### config.mk
export PLATFORM = sky130hd
export DESIGN_NAME = pvt_viewport
export DESIGN_NICKNAME = d
export VERILOG_FILES = /design/src/sv/pvt_pkg.sv /design/src/sv/pvt_viewport.sv
export SDC_FILE = /design/constraint.sdc
export NUM_CORES = 2
export LEC_CHECK = 0
export BUFFER_PORTS_ARGS = -buffer_cell sky130_fd_sc_hd__buf_2
export CORE_MARGIN = 4
export CORE_UTILIZATION = 40
export CTS_BUF_LIST = sky130_fd_sc_hd__clkbuf_4 sky130_fd_sc_hd__clkbuf_8
export DETAILED_ROUTE_END_ITERATION = 10
export PLACE_DENSITY = 0.57
export SLEW_MARGIN = 0
export SYNTH_ARGS = -nofsm -noshare
export SYNTH_HDL_FRONTEND = slang
export SYNTH_SLANG_ARGS = --single-unit
### constraint.sdc
create_clock -name clk -period 12.6 [get_ports clk]
set_input_delay 1.26 -clock clk [delete_from_list [all_inputs] [get_ports clk]]
set_output_delay 1.26 -clock clk [all_outputs]
set_load 0.005 [all_outputs]
### src/sv/pvt_pkg.sv
`default_nettype none
// ----------------------------------------------------------------------------
// pvt_pkg
// Shared constants, register map and pipeline payload types of the
// perspective and viewport transform.
// ----------------------------------------------------------------------------
package pvt_pkg;

  localparam int FRAC_BITS = 16;
  localparam int DATA_W    = 32;
  localparam int DIM_W     = 14;

  // A full product, and the product after the fraction bits are dropped.
  localparam int PROD_W = 2 * DATA_W;
  localparam int SCL_W  = PROD_W - FRAC_BITS;

  // Divider widths: dividend magnitude, divisor magnitude, quotient.
  localparam int NUM_W = PROD_W - 1;
  localparam int DEN_W = SCL_W;
  localparam int Q_W   = DATA_W;
  localparam int QB_W  = $clog2(Q_W);
  localparam int CMP_W = DEN_W + Q_W + 1;

  // Viewport product: (33-bit signed) times (15-bit signed).
  localparam int VP_W = DATA_W + 1 + DIM_W + 1;

  localparam int FRONT_STAGES = 2;
  localparam int DIV_STAGES   = Q_W + 1;
  localparam int VP_STAGES    = 3;
  localparam int PIPE_DEPTH   = FRONT_STAGES + DIV_STAGES + VP_STAGES;
  localparam int CNT_W        = $clog2(PIPE_DEPTH + 1);

  localparam int ADDR_W = 5;
  localparam int IDX_W  = ADDR_W - 2;
  localparam int BUS_W  = 32;

  localparam logic [IDX_W-1:0] REG_X_SCALE       = IDX_W'(0);
  localparam logic [IDX_W-1:0] REG_Y_SCALE       = IDX_W'(1);
  localparam logic [IDX_W-1:0] REG_DEPTH_SCALE   = IDX_W'(2);
  localparam logic [IDX_W-1:0] REG_DEPTH_OFFSET  = IDX_W'(3);
  localparam logic [IDX_W-1:0] REG_W_COEFFICIENT = IDX_W'(4);
  localparam logic [IDX_W-1:0] REG_SCREEN_WIDTH  = IDX_W'(5);
  localparam logic [IDX_W-1:0] REG_SCREEN_HEIGHT = IDX_W'(6);

  localparam logic [DATA_W-1:0] FX_ONE       = DATA_W'(1) << FRAC_BITS;
  localparam logic [DIM_W-1:0]  RST_WIDTH    = DIM_W'(640);
  localparam logic [DIM_W-1:0]  RST_HEIGHT   = DIM_W'(480);
  localparam logic [DATA_W-1:0] SAT_MAX      = {1'b0, {(DATA_W-1){1'b1}}};
  localparam logic [DATA_W-1:0] SAT_MIN      = {1'b1, {(DATA_W-1){1'b0}}};
  localparam logic [Q_W-1:0]    NEG_MAX_MAG  = Q_W'(1) << (Q_W - 1);

  typedef struct packed {
    logic [DATA_W-1:0] x_scale;
    logic [DATA_W-1:0] y_scale;
    logic [DATA_W-1:0] depth_scale;
    logic [DATA_W-1:0] depth_offset;
    logic [DATA_W-1:0] w_coefficient;
    logic [DIM_W-1:0]  screen_width;
    logic [DIM_W-1:0]  screen_height;
  } pvt_cfg_t;

  // One quotient under construction: partial remainder, quotient bits,
  // sign of the final result and the flag for a quotient of 2^Q_W or more.
  typedef struct packed {
    logic [NUM_W-1:0] rem;
    logic [Q_W-1:0]   quo;
    logic             neg;
    logic             ovf;
  } pvt_lane_t;

  typedef struct packed {
    pvt_lane_t        x;
    pvt_lane_t        y;
    pvt_lane_t        d;
    logic [DEN_W-1:0] den;
    logic             wz;
  } pvt_div_t;

endpackage
`default_nettype wire

### src/sv/pvt_viewport.sv
`default_nettype none
// ----------------------------------------------------------------------------
// pvt_viewport
// Saturates the quotients, then maps x and y onto the screen, flipping y
// against the height. The last stage is the result register.
// ----------------------------------------------------------------------------
module pvt_viewport (
  input  wire logic                      clk,
  input  wire logic                      rst_n,
  input  wire logic                      in_valid,
  output logic                           in_ready,
  input  wire pvt_pkg::pvt_div_t         in_item,
  input  wire pvt_pkg::pvt_cfg_t         cfg,
  output logic                           out_valid,
  input  wire logic                      out_ready,
  output logic [pvt_pkg::DATA_W-1:0]     out_screen_x,
  output logic [pvt_pkg::DATA_W-1:0]     out_screen_y,
  output logic [pvt_pkg::DATA_W-1:0]     out_depth,
  output logic                           out_w_was_zero
);
  import pvt_pkg::*;

  logic                    en;
  logic [VP_STAGES-1:0]    v_r;
  logic [DATA_W-1:0]       xd_r, yd_r, dd1_r, dd2_r, dd3_r;
  logic [DATA_W-1:0]       xd_nxt, yd_nxt, dd1_nxt;
  logic                    wz1_r, wz2_r, wz3_r;
  logic signed [DATA_W:0]  xo, yo;
  logic signed [VP_W-1:0]  mx_r, my_r, mx_nxt, my_nxt;
  logic signed [VP_W-1:0]  hx, hy;
  logic [VP_W:0]           sx_wide, sy_wide, h_one;
  logic [DATA_W-1:0]       sx_r, sy_r, sx_nxt, sy_nxt;

  function automatic logic [DATA_W-1:0] sat_quo(input pvt_lane_t l);
    logic [DATA_W-1:0] r;
    if (!l.neg) begin
      r = (l.ovf || l.quo[Q_W-1]) ? SAT_MAX : l.quo;
    end else begin
      r = (l.ovf || (l.quo > NEG_MAX_MAG)) ? SAT_MIN : (~l.quo + 1'b1);
    end
    return r;
  endfunction

  function automatic logic [DATA_W-1:0] sat_wide(input logic [VP_W:0] v);
    logic [DATA_W-1:0] r;
    if ((v[VP_W:DATA_W-1] == '0) || (v[VP_W:DATA_W-1] == '1)) begin
      r = v[DATA_W-1:0];
    end else begin
      r = v[VP_W] ? SAT_MIN : SAT_MAX;
    end
    return r;
  endfunction

  assign en       = !v_r[VP_STAGES-1] || out_ready;
  assign in_ready = en;

  always_comb begin
    xd_nxt  = sat_quo(in_item.x);
    yd_nxt  = sat_quo(in_item.y);
    dd1_nxt = sat_quo(in_item.d);
  end

  always_comb begin
    xo     = $signed({xd_r[DATA_W-1], xd_r}) + $signed({1'b0, FX_ONE});
    yo     = $signed({yd_r[DATA_W-1], yd_r}) + $signed({1'b0, FX_ONE});
    mx_nxt = xo * $signed({1'b0, cfg.screen_width});
    my_nxt = yo * $signed({1'b0, cfg.screen_height});
  end

  // Arithmetic shift by one is the floor of half the product.
  always_comb begin
    hx      = mx_r >>> 1;
    hy      = my_r >>> 1;
    h_one   = (VP_W+1)'(cfg.screen_height) << FRAC_BITS;
    sx_wide = {hx[VP_W-1], hx};
    sy_wide = h_one - {hy[VP_W-1], hy};
    sx_nxt  = sat_wide(sx_wide);
    sy_nxt  = sat_wide(sy_wide);
  end

  always_ff @(posedge clk) begin
    if (!rst_n) begin
      v_r <= '0;
    end else if (en) begin
      v_r <= {v_r[VP_STAGES-2:0], in_valid};
    end
  end

  always_ff @(posedge clk) begin
    if (en) begin
      xd_r  <= xd_nxt;
      yd_r  <= yd_nxt;
      dd1_r <= dd1_nxt;
      wz1_r <= in_item.wz;
      mx_r  <= mx_nxt;
      my_r  <= my_nxt;
      dd2_r <= dd1_r;
      wz2_r <= wz1_r;
      sx_r  <= sx_nxt;
      sy_r  <= sy_nxt;
      dd3_r <= dd2_r;
      wz3_r <= wz2_r;
    end
  end

  assign out_valid      = v_r[VP_STAGES-1];
  assign out_screen_x   = sx_r;
  assign out_screen_y   = sy_r;
  assign out_depth      = dd3_r;
  assign out_w_was_zero = wz3_r;

endmodule
`default_nettype wire

==> impl_metrics.toml <==
[timing]
clock_skew_ps = 66.1
slew_violations = 0
fin_ws_ps = 3670
final-hold-violation-count = 0
tightest_slew_ps = 1190
max_slew_margin_pct = 20.6
setup_viol_count_final = 0
period_minus_slack_ps = 8930
grt_setup_unrepaired = "false"
fmax_mhz = 112
finalSetupTns_ps = 0
min_period_over_period_pct = 70.9

[worst_setup_path]
worstPathCellList = "nand3_1, xnor2_2, nand2_1, fa_1, fa_1, inv_1, fa_1, fa_1, fa_1, inv_1, fa_1, inv_1, ha_1, and2_1, a221o_1, a21o_1, a211o_1, a41oi_1, o21ai_0, a31o_2, a41oi_1, o31ai_1, xor2_1"
cpPeakStageDelay_ps = 880
required_ps = 13020
crit_start = "xd_r[16]"
path_class = "reg2reg"
crit_path_start_kind = "register"
slowest_stage = "edfxtp_1"
endpoint_kind = "register"
critical_path_arrival_ps = 9350
crit_top_cell = "fa_1"
r2r_start = "xd_r[16]"
path_max_fanout = 17
rr_worst_depth = 23

[drt]
drt-initial-drc-count = 1928
vias = 33690
viasPerCell = 5.17
wl_per_cell_um = 18.0
firstDrtPassIters = 5
wl_mm = 117
drc = 0
ant_nets = 0

[layout]
final_common_cell = "inv_1"
syn2layout_area_growth_pct = 8.16
final_cell_mix = "inv_1, fa_1, nand2_1"
nets = 6564
drive_above_1_share_pct = 8.39
layout.cells.non_filler = 6522

[yosys]
syn_area_um2 = 46900
ys_warn_count = 0
yosysUniqueCellTypes = 81
synth-seq-cells = 324
synth-main-ff-cell = "edfxtp_1"
synth_nets = 6446
synthArstFlopShare_pct = 0
netlist_instances = 4832
ys_seq_area_share_pct = 20.7
synth_edf_count = 321
syn_avg_cell_area_um2 = 9.70

[clock_network]
cts_setup_buffers = 0
clk_latency_ps = 720
root_buffer = "clkbuf_8"
ctsResizeCount = 0
cts_max_path_buffers = 3
cts_buffers = 58
cts.sinks = 324
cts_hold_buf = 0
path_clk_slew_ps = 60
htree_levels = 2
tritoncts = "yes"

[global_routing]
antenna_found_initial = 13
grt_pass1_vias = 35844
grt_pass1_wl_mm = 194
overflow = 0
track_usage_pct = 19.8
grt_max_degree = 136

[place]
dp.cells = 6414
dp_hpwl_mm = 89.5
portBuffers = 233
place_congestion = 0.836
post-place-ws_ps = 3660

[flow_run]
drv_cap = 0

[floorplanning]
num_rows = 125
coreArea_um2 = 116000
die_h_um = 350
start_util_pct = 40.3
dieArea_um2 = 123000
die_w_um = 350
io-pin-count = 631

[outcome]
outcome = "completed"

[hold_path]
whs_path_depth = 0
hp-start = "dd2_r[15]"
min_path_type = "reg2reg"
[metal layers]
metal	global-route usage, %	part of all wire [%]
met5	0	0.010
met4	4.94	2.3
met3	3.49	6.6
met2	32.3	46
met1	27.7	45
[Yosys cell counts, types with 11 or more instances]
| master | n | share of area (%) |
|---|---|---|
| a211o_1 | 11 | 0.21 |
| a211oi_1 | 18 | 0.29 |
| a21o_1 | 60 | 0.96 |
| a21oi_1 | 115 | 1.2 |
| a31oi_1 | 11 | 0.15 |
| and2_1 | 432 | 5.8 |
| and3_1 | 18 | 0.24 |
| clkbuf_1 | 206 | 1.7 |
| edfxtp_1 | 321 | 21 |
| fa_1 | 844 | 36 |
| ha_1 | 238 | 6.4 |
| inv_1 | 924 | 7.4 |
| nand2_1 | 667 | 5.3 |
| nand2b_1 | 36 | 0.48 |
| nand3_1 | 44 | 0.47 |
| nand4_1 | 23 | 0.31 |
| nor2_1 | 117 | 0.94 |
| nor2b_1 | 26 | 0.35 |
| nor3_1 | 59 | 0.63 |
| nor4_1 | 19 | 0.25 |
| o21ai_0 | 178 | 1.9 |
| o21bai_1 | 20 | 0.32 |
| o311ai_0 | 54 | 1.0 |
| o311ai_1 | 22 | 0.41 |
| o31ai_1 | 11 | 0.18 |
| o41ai_1 | 11 | 0.21 |
| or2_2 | 11 | 0.15 |
| or3_1 | 38 | 0.51 |
| xnor2_1 | 101 | 1.9 |
| xor2_1 | 60 | 1.1 |
[registers in the layout (all words and copies together), names as in the netlist]
register / cells
dd1_r: 32
dd2_r: 32
mx_r: 47
my_r: 47
out_depth: 32
out_screen_x: 32
out_screen_y: 32
out_w_was_zero: 1
v_r: 3
wz1_r: 1
wz2_r: 1
xd_r: 32
yd_r: 32
[cell families (layout without fill, tap and decap cells)]
logic type	Yosys count	after routing	share of synthesized area (%)
other cells	0	3	0
simple gates	1532	1532	16.3
mux	6	6	0.128
flops	324	324	20.7
buf+inv	1141	1304	9.16
compound gates	586	586	8.27
fa+ha+maj	1082	1082	42.4
xor+xnor	161	161	3.01
[cell type report]
class | instances | area, µm²
diodes | 3 | 7.51
clock buffers | 77 | 941
clock inverters | 28 | 231
fillers | 11287 | 65500
inverters | 926 | 3480
multi-input cells | 3367 | 32900
flip-flops and latches | 324 | 9700
well taps | 1524 | 1910
repair buffers | 273 | 1480
[path summary, 6_finish.rpt]
check / slack, ps / end
worst max-delay path: 3670 / mx_r[45]
worst min register to register: 400 / out_depth[15]
worst min-delay path: 400 / out_depth[15]
worst max register to register: 3670 / mx_r[45]
[critical path: cells and delay by family (launching register included)]
kind | cells | cell delay [ps]
buf+inv | 3 | 150
compound gates | 8 | 2340
simple gates | 3 | 870
fa+ha+maj | 7 | 3410
flops | 1 | 880
xor+xnor | 2 | 980
[stage by stage]
| stage | hold slack [ps] | util, % | area [µm²] |
|---|---|---|---|
| after floorplan | 400 | - | 46900 |
| after global placement | 401 | 42.6 | 49500 |
| after detailed placement | 405 | 42.6 | 49500 |
| after CTS | 392 | 43.6 | 50700 |
| after global routing | 413 | 43.6 | 50700 |
| final | 403 | 43.6 | 50700 |
Power is not shown: default switching activity piles up to over one toggle a cycle in this logic, so the estimate is an artifact.
